[src/sv/stfs_block_address_mapper_unit_defines.svh]
// assertion helpers for the block address mapper
`ifndef STFS_BLOCK_ADDRESS_MAPPER_UNIT_DEFINES_SVH
`define STFS_BLOCK_ADDRESS_MAPPER_UNIT_DEFINES_SVH

`ifndef SYNTHESIS
// same-cycle implication, held off during reset
`define STFS_ASSERT_IMPL(label, clk, rst_n, ante, cons, msg) \
    label: assert property (@(posedge clk) disable iff (!rst_n) (ante) |-> (cons)) \
        else $error(msg);
// next-cycle implication, held off during reset
`define STFS_ASSERT_NEXT(label, clk, rst_n, ante, cons, msg) \
    label: assert property (@(posedge clk) disable iff (!rst_n) (ante) |=> (cons)) \
        else $error(msg);
`else
`define STFS_ASSERT_IMPL(label, clk, rst_n, ante, cons, msg)
`define STFS_ASSERT_NEXT(label, clk, rst_n, ante, cons, msg)
`endif

`endif

[src/sv/stfs_bam_pkg.sv]
package stfs_bam_pkg;

    // filesystem geometry
    localparam int unsigned TableSpan  = 170;
    localparam int unsigned Level1Span = 28900;
    localparam logic [23:0] BlockLimit = 24'hFFFFFF;

    // step constants per package kind
    localparam logic [7:0]  Step0Single = 8'hAB;
    localparam logic [7:0]  Step0Double = 8'hAC;
    localparam logic [15:0] Step1Single = 16'h718F;
    localparam logic [15:0] Step1Double = 16'h723A;

    // reciprocals for division by constants, scaled by 2^RecipShift
    localparam int unsigned RecipShift = 32;
    localparam logic [24:0] Recip0 = 25'((64'd1 << RecipShift) / TableSpan);
    localparam logic [17:0] Recip1 = 18'((64'd1 << RecipShift) / Level1Span);
    localparam logic [17:0] RecipSkipSingle = 18'((64'd1 << RecipShift) / Step1Single);
    localparam logic [17:0] RecipSkipDouble = 18'((64'd1 << RecipShift) / Step1Double);

    // an index of minus one after the level-1 fold, only reachable with doubled copies
    localparam bit NegOneDivisible = ((32'hFFFFFFFF % 32'(Step1Double)) == 32'd0);

    // skip sizes in units of 4 KiB before the kind scaling
    localparam logic [1:0] SkipOne   = 2'd1;
    localparam logic [1:0] SkipTwo   = 2'd2;
    localparam logic [1:0] SkipThree = 2'd3;

    // configuration register indexes
    localparam int unsigned CfgIndexWidth = 2;
    localparam logic [CfgIndexWidth-1:0] CfgPackageKind       = 2'd0;
    localparam logic [CfgIndexWidth-1:0] CfgFirstTableAddress = 2'd1;

    typedef struct packed {
        logic        package_kind;
        logic [31:0] first_table_address;
    } t_cfg;

    // per-stage load enables
    typedef struct packed {
        logic s1;
        logic s2;
        logic s3;
        logic s4;
    } t_pipe_en;

endpackage

[src/sv/stfs_block_address_mapper_unit.sv]
// throughput: one beat per cycle while no stall comes from downstream
// a stall from downstream holds every full stage that has no free stage after it, bubbles are squeezed out
// reset (synchronous, active low) clears stage valid bits and the config registers
// configuration port is always ready and applies a write in the cycle it is taken
`include "stfs_block_address_mapper_unit_defines.svh"

module stfs_block_address_mapper_unit (
    input  logic                                   i_clk,
    input  logic                                   i_rst_n,
    input  logic                                   i_valid,
    output logic                                   o_stall,
    input  logic [23:0]                            i_block_number,
    input  logic [31:0]                            i_table_address,
    output logic                                   o_valid,
    input  logic                                   i_stall,
    output logic [31:0]                            o_data_address,
    output logic [23:0]                            o_level0_table_block,
    output logic [23:0]                            o_level1_table_block,
    output logic [14:0]                            o_skip_bytes,
    output logic                                   o_block_error,
    input  logic                                   i_cfg_valid,
    output logic                                   o_cfg_ready,
    input  logic [stfs_bam_pkg::CfgIndexWidth-1:0] i_cfg_index,
    input  logic [31:0]                            i_cfg_data
);

    stfs_bam_pkg::t_cfg     w_cfg;
    stfs_bam_pkg::t_pipe_en w_en;
    logic [3:0]             r_vld;

    // configuration registers
    stfs_bam_cfg u_cfg (
        .i_clk       (i_clk),
        .i_rst_n     (i_rst_n),
        .i_cfg_valid (i_cfg_valid),
        .o_cfg_ready (o_cfg_ready),
        .i_cfg_index (i_cfg_index),
        .i_cfg_data  (i_cfg_data),
        .o_cfg       (w_cfg)
    );

    // stage enables: a stage loads when empty or when the next one loads
    assign w_en.s4 = !r_vld[3] || !i_stall;
    assign w_en.s3 = !r_vld[2] || w_en.s4;
    assign w_en.s2 = !r_vld[1] || w_en.s3;
    assign w_en.s1 = !r_vld[0] || w_en.s2;

    assign o_stall = !w_en.s1;
    assign o_valid = r_vld[3];

    // valid bits follow the data through the stages
    always_ff @(posedge i_clk) begin
        if (!i_rst_n) begin
            r_vld <= 4'd0;
        end else begin
            if (w_en.s1) begin
                r_vld[0] <= i_valid;
            end
            if (w_en.s2) begin
                r_vld[1] <= r_vld[0];
            end
            if (w_en.s3) begin
                r_vld[2] <= r_vld[1];
            end
            if (w_en.s4) begin
                r_vld[3] <= r_vld[2];
            end
        end
    end

    // block number to addresses
    stfs_bam_map u_map (
        .i_clk                (i_clk),
        .i_en                 (w_en),
        .i_cfg                (w_cfg),
        .i_block_number       (i_block_number),
        .o_data_address       (o_data_address),
        .o_level0_table_block (o_level0_table_block),
        .o_level1_table_block (o_level1_table_block),
        .o_block_error        (o_block_error)
    );

    // table address to skip size
    stfs_bam_skip u_skip (
        .i_clk           (i_clk),
        .i_en            (w_en),
        .i_cfg           (w_cfg),
        .i_table_address (i_table_address),
        .o_skip_bytes    (o_skip_bytes)
    );

    // pipeline checks
    `STFS_ASSERT_IMPL(a_stall_only_when_full, i_clk, i_rst_n, o_stall, (&r_vld), "upstream stalled with a free stage")
    `STFS_ASSERT_NEXT(a_accept_fills_stage1, i_clk, i_rst_n, i_valid && !o_stall, r_vld[0], "accepted beat did not reach stage one")
    `STFS_ASSERT_IMPL(a_error_zero_address, i_clk, i_rst_n, o_valid && o_block_error, o_data_address == 32'd0, "error beat carries an address")
    `STFS_ASSERT_IMPL(a_skip_legal, i_clk, i_rst_n, o_valid, o_skip_bytes == 15'h1000 || o_skip_bytes == 15'h2000 || o_skip_bytes == 15'h3000 || o_skip_bytes == 15'h4000 || o_skip_bytes == 15'h6000, "skip size outside the legal set")

endmodule

[src/sv/stfs_bam_cfg.sv]
module stfs_bam_cfg (
    input  logic                                   i_clk,
    input  logic                                   i_rst_n,
    input  logic                                   i_cfg_valid,
    output logic                                   o_cfg_ready,
    input  logic [stfs_bam_pkg::CfgIndexWidth-1:0] i_cfg_index,
    input  logic [31:0]                            i_cfg_data,
    output stfs_bam_pkg::t_cfg                     o_cfg
);

    logic        r_package_kind;
    logic [31:0] r_first_table_address;

    assign o_cfg_ready = 1'b1;

    // register writes, unknown indexes dropped
    always_ff @(posedge i_clk) begin
        if (!i_rst_n) begin
            r_package_kind        <= 1'b0;
            r_first_table_address <= 32'd0;
        end else if (i_cfg_valid) begin
            unique case (i_cfg_index)
                stfs_bam_pkg::CfgPackageKind: begin
                    r_package_kind <= i_cfg_data[0];
                end
                stfs_bam_pkg::CfgFirstTableAddress: begin
                    r_first_table_address <= i_cfg_data;
                end
                default: begin
                end
            endcase
        end
    end

    assign o_cfg.package_kind        = r_package_kind;
    assign o_cfg.first_table_address = r_first_table_address;

endmodule

[src/sv/stfs_bam_map.sv]
module stfs_bam_map (
    input  logic                   i_clk,
    input  stfs_bam_pkg::t_pipe_en i_en,
    input  stfs_bam_pkg::t_cfg     i_cfg,
    input  logic [23:0]            i_block_number,
    output logic [31:0]            o_data_address,
    output logic [23:0]            o_level0_table_block,
    output logic [23:0]            o_level1_table_block,
    output logic                   o_block_error
);

    // stage 1: reciprocal estimates of the two quotients
    logic [48:0] w_prod0;
    logic [41:0] w_prod1;
    logic [23:0] r1_b;
    logic [16:0] r1_q0e;
    logic [9:0]  r1_q1e;

    assign w_prod0 = 49'(i_block_number) * 49'(stfs_bam_pkg::Recip0);
    assign w_prod1 = 42'(i_block_number) * 42'(stfs_bam_pkg::Recip1);

    always_ff @(posedge i_clk) begin
        if (i_en.s1) begin
            r1_b   <= i_block_number;
            r1_q0e <= w_prod0[48:32];
            r1_q1e <= w_prod1[41:32];
        end
    end

    // stage 2: remainder check, bump estimate by one where short
    logic [24:0] w_rem0;
    logic [23:0] w_rem1;
    logic [23:0] r2_b;
    logic [16:0] r2_q0;
    logic [9:0]  r2_q1;

    assign w_rem0 = 25'(r1_b) - 25'(r1_q0e) * 25'(stfs_bam_pkg::TableSpan);
    assign w_rem1 = r1_b - 24'(r1_q1e) * 24'(stfs_bam_pkg::Level1Span);

    always_ff @(posedge i_clk) begin
        if (i_en.s2) begin
            r2_b  <= r1_b;
            r2_q0 <= r1_q0e + 17'(w_rem0 >= 25'(stfs_bam_pkg::TableSpan));
            r2_q1 <= r1_q1e + 10'(w_rem1 >= 24'(stfs_bam_pkg::Level1Span));
        end
    end

    // stage 3: backing block and the two table blocks
    logic        w_kind;
    logic [7:0]  w_step0;
    logic [15:0] w_step1;
    logic [25:0] w_unit;
    logic [25:0] w_l1;
    logic [25:0] w_t;
    logic [25:0] w_backing;
    logic [25:0] w_lvl0;
    logic [25:0] w_lvl1;
    logic [19:0] r3_backing;
    logic [23:0] r3_level0;
    logic [23:0] r3_level1;
    logic        r3_err;

    assign w_kind  = i_cfg.package_kind;
    assign w_step0 = w_kind ? stfs_bam_pkg::Step0Double : stfs_bam_pkg::Step0Single;
    assign w_step1 = w_kind ? stfs_bam_pkg::Step1Double : stfs_bam_pkg::Step1Single;
    assign w_unit  = w_kind ? 26'd2 : 26'd1;
    assign w_l1    = (26'(r2_q1) + 26'd1) << w_kind;
    assign w_t     = ((26'(r2_q0) + 26'd1) << w_kind) + 26'(r2_b);

    assign w_backing = w_t + ((r2_q0 != 17'd0) ? w_l1 : 26'd0)
                           + ((r2_q1 != 10'd0) ? w_unit : 26'd0);
    assign w_lvl0 = 26'(r2_q0) * 26'(w_step0) + w_l1
                    + ((r2_q1 != 10'd0) ? w_unit : 26'd0);
    assign w_lvl1 = 26'(r2_q1) * 26'(w_step1) + w_unit;

    always_ff @(posedge i_clk) begin
        if (i_en.s3) begin
            r3_backing <= w_backing[19:0];
            r3_level0  <= (r2_q0 == 17'd0) ? 24'd0 : w_lvl0[23:0];
            r3_level1  <= (r2_q1 == 10'd0) ? 24'(w_step0) : w_lvl1[23:0];
            r3_err     <= (r2_b == stfs_bam_pkg::BlockLimit);
        end
    end

    // stage 4: byte address from the backing block
    logic [31:0] r4_data_address;
    logic [23:0] r4_level0;
    logic [23:0] r4_level1;
    logic        r4_err;

    always_ff @(posedge i_clk) begin
        if (i_en.s4) begin
            r4_data_address <= r3_err ? 32'd0
                               : {r3_backing, 12'd0} + i_cfg.first_table_address;
            r4_level0       <= r3_level0;
            r4_level1       <= r3_level1;
            r4_err          <= r3_err;
        end
    end

    assign o_data_address       = r4_data_address;
    assign o_level0_table_block = r4_level0;
    assign o_level1_table_block = r4_level1;
    assign o_block_error        = r4_err;

endmodule

[src/sv/stfs_bam_skip.sv]
module stfs_bam_skip (
    input  logic                   i_clk,
    input  stfs_bam_pkg::t_pipe_en i_en,
    input  stfs_bam_pkg::t_cfg     i_cfg,
    input  logic [31:0]            i_table_address,
    output logic [14:0]            o_skip_bytes
);

    logic        w_kind;
    logic [7:0]  w_step0;
    logic [15:0] w_step1;

    assign w_kind  = i_cfg.package_kind;
    assign w_step0 = w_kind ? stfs_bam_pkg::Step0Double : stfs_bam_pkg::Step0Single;
    assign w_step1 = w_kind ? stfs_bam_pkg::Step1Double : stfs_bam_pkg::Step1Single;

    // stage 1: table index relative to the first table
    logic [31:0] w_diff;
    logic [19:0] r1_t;

    assign w_diff = i_table_address - i_cfg.first_table_address;

    always_ff @(posedge i_clk) begin
        if (i_en.s1) begin
            r1_t <= w_diff[31:12];
        end
    end

    // stage 2: special indexes and fold past the level-1 table
    logic [20:0] w_sub;
    logic        w_above;
    logic [19:0] r2_tr;
    logic        r2_zero;
    logic        r2_hit;
    logic        r2_neg;

    assign w_sub   = 21'(r1_t) - 21'(w_step1) - (w_kind ? 21'd2 : 21'd1);
    assign w_above = (r1_t > 20'(w_step1));

    always_ff @(posedge i_clk) begin
        if (i_en.s2) begin
            r2_tr   <= w_above ? w_sub[19:0] : r1_t;
            r2_zero <= (r1_t == 20'd0);
            r2_hit  <= (r1_t == 20'(w_step1));
            r2_neg  <= w_above && w_sub[20];
        end
    end

    // stage 3: quotient estimate by the level-1 step
    logic [17:0] w_recip;
    logic [37:0] w_prod;
    logic [19:0] r3_tr;
    logic [5:0]  r3_qe;
    logic        r3_zero;
    logic        r3_hit;
    logic        r3_neg;
    logic        r3_step0hit;

    assign w_recip = w_kind ? stfs_bam_pkg::RecipSkipDouble : stfs_bam_pkg::RecipSkipSingle;
    assign w_prod  = 38'(r2_tr) * 38'(w_recip);

    always_ff @(posedge i_clk) begin
        if (i_en.s3) begin
            r3_tr       <= r2_tr;
            r3_qe       <= w_prod[37:32];
            r3_zero     <= r2_zero;
            r3_hit      <= r2_hit;
            r3_neg      <= r2_neg;
            r3_step0hit <= (r2_tr == 20'(w_step0));
        end
    end

    // stage 4: divisibility and skip size
    logic [21:0] w_rem;
    logic        w_div;
    logic [1:0]  w_mult;
    logic [2:0]  w_scaled;
    logic [14:0] r4_skip;

    assign w_rem = 22'(r3_tr) - 22'(r3_qe) * 22'(w_step1);
    assign w_div = (w_rem == 22'd0) || (w_rem == 22'(w_step1));

    always_comb begin
        priority if (r3_zero) begin
            w_mult = stfs_bam_pkg::SkipOne;
        end else if (r3_hit) begin
            w_mult = stfs_bam_pkg::SkipThree;
        end else if (r3_neg) begin
            w_mult = stfs_bam_pkg::NegOneDivisible ? stfs_bam_pkg::SkipTwo
                                                   : stfs_bam_pkg::SkipOne;
        end else if (r3_step0hit || w_div) begin
            w_mult = stfs_bam_pkg::SkipTwo;
        end else begin
            w_mult = stfs_bam_pkg::SkipOne;
        end
    end

    assign w_scaled = w_kind ? {w_mult, 1'b0} : {1'b0, w_mult};

    always_ff @(posedge i_clk) begin
        if (i_en.s4) begin
            r4_skip <= {w_scaled, 12'd0};
        end
    end

    assign o_skip_bytes = r4_skip;

endmodule
[config.mk]
export PLATFORM = sky130hd
export DESIGN_NAME = stfs_block_address_mapper_unit
export DESIGN_NICKNAME = d
export VERILOG_FILES = /design/src/sv/stfs_bam_pkg.sv /design/src/sv/stfs_block_address_mapper_unit.sv /design/src/sv/stfs_bam_cfg.sv /design/src/sv/stfs_bam_map.sv /design/src/sv/stfs_bam_skip.sv
export VERILOG_INCLUDE_DIRS = /design/src /design/src/sv
export SDC_FILE = /design/constraint.sdc
export NUM_CORES = 2
export LEC_CHECK = 0
export BUFFER_PORTS_ARGS = -buffer_cell sky130_fd_sc_hd__buf_4
export CAP_MARGIN = 20
export CORE_ASPECT_RATIO = 2
export CORE_MARGIN = 5
export CORE_UTILIZATION = 60
export CTS_BUF_LIST = sky130_fd_sc_hd__clkbuf_4
export DETAILED_ROUTE_END_ITERATION = 16
export GPL_ROUTABILITY_DRIVEN = 1
export GPL_TIMING_DRIVEN = 0
export PLACE_DENSITY = 0.78
export SYNTH_ARGS = -nofsm -noshare
export SYNTH_HDL_FRONTEND = slang
export SYNTH_HIERARCHICAL = 1
export SYNTH_SLANG_ARGS = --single-unit
[constraint.sdc]
create_clock -name i_clk -period 10.55 [get_ports i_clk]
set_clock_uncertainty 0.05 [all_clocks]
set_input_delay 0.5275 -clock i_clk [delete_from_list [all_inputs] [get_ports i_clk]]
set_output_delay 0.5275 -clock i_clk [all_outputs]
set_load 0.005 [all_outputs]
==> run metrics <==
status=completed; Die W=215.8 µm; most numerous cell in the Yosys netlist=inv_1; reg2reg setup slack=1.47 ns; most frequent cells after synthesis=1,043 x inv_1, 1,004 x ha_1, 557 x fa_1, 328 x edfxtp_1, 283 x nand2_1; Crit path top cell by count=ha_1; Synth async-reset ratio=0; Crit Reg-Reg Startpoint=u_map/r1_q0e[1]; share of layout cells above drive strength 1=0.07384; P&R area growth vs syn=9.942%; hold endpoint=u_cfg/r_first_table_address[28]; Total GRT Usage=0.3099; Pre-antenna DRT Iters=8; Post-route DRC=0; fill cell count=roughly 6,600; Max-cap violations=0; total die area=90,950 µm²; Final setup viols=0; row count=roughly 150; Crit path largest cell delay=roughly 0.62 ns; Hold Path Cell Cnt=4; Iter 0 DRT Violations=1,897; arrival time worst endpoint=9.69 ns; total routed wirelength=between 100,000 and 150,000 µm; TritonCTS buffer count=85; GR Overflow Total=0; Synth area leaders=ha_1 25%, fa_1 22%, edfxtp_1 19%; #FFs+latches synth=365; PortBufs=180; worst setup path class=register to register; largest area contributor in the netlist=ha_1; HP Class=input port to register; largest net degree at the start of global routing=73; Initial Utilization=0.6016; initial antenna violation count=3; cell area after synthesis=50,800 µm²; Post-CTS Setup Inserts=0; synthesized area per cell=10.05 µm²; core box area=84,450 µm²; DP Wirelength=~120,000 µm; Mapped Cells=between 5,000 and 6,000; Hold Buf Count CTS=91; fin cells=6,588; Multi-input gate area=35,920 µm²; Yosys cell types=around 100; io pins=194; RSZ-0062 raised after global routing=no; Antenna Nets Post-Route=0; synth warn=6; critical path launch point type=register; vias in the first global route=42,220; Setup TNS=0 ns; reg2reg end=u_map/r2_q0[15]; Die Y=421.5 µm; root buf cell=clkbuf_4; post-synth top area share=0.2473; CTS resizes=0; via count=38,200; clock latency on the worst-skew pair=0.96 ns; CTS tree=done; number of flops mapped to enable cells by yosys=328; GPL Wtd Cong=1.015; part of the cycle the worst path needs=0.8607; Final Hold Fails=0; placed insts=~6,300; CP Data Required Time=11.16 ns; CP startpoint=u_map/r1_q0e[1]; drt wl/cell=21.22 µm; htree depth=3; drt via density=5.799; Reg2Reg Depth=31; Reg clk slew, reported paths=0.08 ns; clk sinks=365; Final min period=9.080 ns; top_reg_cell synth=edfxtp_1; Slew Limit Headroom=0.2733; CP max stage cell=or4_1; Final Slew Violations=0; first-pass GRT wire length=218,300 µm; worst slew pin tran=1.083 ns; Final Net Count=7,098; CP max FO=7; crit end category=register; fmax=around 110 MHz; HP Start=i_cfg_valid; Seq/Total Area, Yosys=0.2085; Reg area=10,590 µm²; Clock Tree Buf Depth=3
[kinds of logic after synthesis]
group / count (synthesis) / synth area share
multiplexers: 55 / 0.01108
buffers and inverters: 1138 / 0.08652
other: 4 / 0.0002955
XOR/XNOR: 230 / 0.03995
flip-flops: 365 / 0.2085
AND/OR/NAND/NOR: 977 / 0.09270
adder cells (fa/ha/maj): 1561 / 0.4668
AO/OA/AOI/OAI: 724 / 0.09425
[placed cells by master (no fill, tap or decap), types with 38 or more instances in the layout]
cell | netlist | layout
o21a_1 | 46 | 46
clkbuf_4 | 0 | 111
xnor2_1 | 151 | 151
nor2_1 | 268 | 268
nand3_1 | 75 | 74
inv_1 | 1043 | 1043
clkbuf_1 | 62 | 62
edfxtp_1 | 328 | 328
nor2b_1 | 49 | 49
and3_1 | 38 | 38
a21oi_1 | 190 | 190
ha_1 | 1004 | 1004
xor2_1 | 78 | 78
nand2_1 | 283 | 282
buf_4 | 14 | 195
dlygate4sd3_1 | 0 | 91
mux2i_1 | 45 | 45
o21ai_0 | 168 | 168
fa_1 | 557 | 557
a21o_1 | 73 | 73
nor3_1 | 63 | 63
[flip-flops by register name (all words and copies together), names as in the netlist, 3 cells and up]
signal / count
u_cfg/r_first_table_address: 32
u_map/o_data_address: 32
u_map/o_level0_table_block: 24
u_map/o_level1_table_block: 24
u_map/r1_b: 24
u_map/r2_b: 24
u_map/r3_level0: 24
u_map/r3_level1: 24
u_map/r3_backing: 20
u_skip/r1_t: 20
u_skip/r2_tr: 20
u_skip/r3_tr: 20
u_map/r1_q0e: 17
u_map/r2_q0: 17
u_map/r1_q1e: 10
u_map/r2_q1: 10
u_skip/r3_qe: 6
r_vld: 4
u_skip/o_skip_bytes: 3
[how the worst max path moves through the flow]
stage,slack (ns),cells after the start,endpoint
after floorplan,3.09,29,u_map/r2_q0[15]
after global placement,1.02,30,u_map/r2_q0[15]
after detailed placement,1.52,31,u_map/r2_q0[15]
after CTS,1.50,31,u_map/r2_q0[15]
after global routing,1.24,31,u_map/r2_q0[15]
final,1.47,31,u_map/r2_q0[15]
[per-stage QoR]
step                      area (µm²)  worst slack [ns]  utilization  hold WS, ns
after global routing           55850             1.239       0.6613      0.07279
after floorplan                50880             3.088            -       0.3503
after detailed placement       53770             1.517       0.6367       0.3554
final                          55850             1.470       0.6614       0.1402
after global placement         53570             1.019       0.6343       0.3530
after CTS                      55840             1.501       0.6612     0.008711
[worst max-delay path: cells and delay by family (launching register included)]
kind                     cells  cell delay, ns
XOR/XNOR                     2            0.28
AO/OA/AOI/OAI               12            2.80
AND/OR/NAND/NOR              7            2.04
adder cells (fa/ha/maj)      7            2.73
buffers and inverters        3            0.38
flip-flops                   1            0.56
[cell type report]
cell class | count | area share
Timing Repair Buffer | 282 | 0.04361
Inverter | 1046 | 0.07034
Sequential cell | 365 | 0.1896
Tap cell | 1071 | 0.02399
Antenna cell | 5 | 0.0002240
Multi-Input combinational cell | 3570 | 0.6430
Clock buffer | 111 | 0.01492
Clock inverter | 46 | 0.005869
Buffer | 92 | 0.008400
[metal layers]
layer	up-vias	global-route usage	part of all wire	wire length, µm
li1	17700	-	-	-
met1	18580	0.2619	0.29	40470
met2	1195	0.6021	0.55	77000
met3	721	0.03739	0.038	5306
met4	0	0.2923	0.12	17010
met5	-	0	0	0
Power is left out: the tool's default activity adds up to more than one toggle a clock period on the data nets, which glitch-free logic cannot reach.
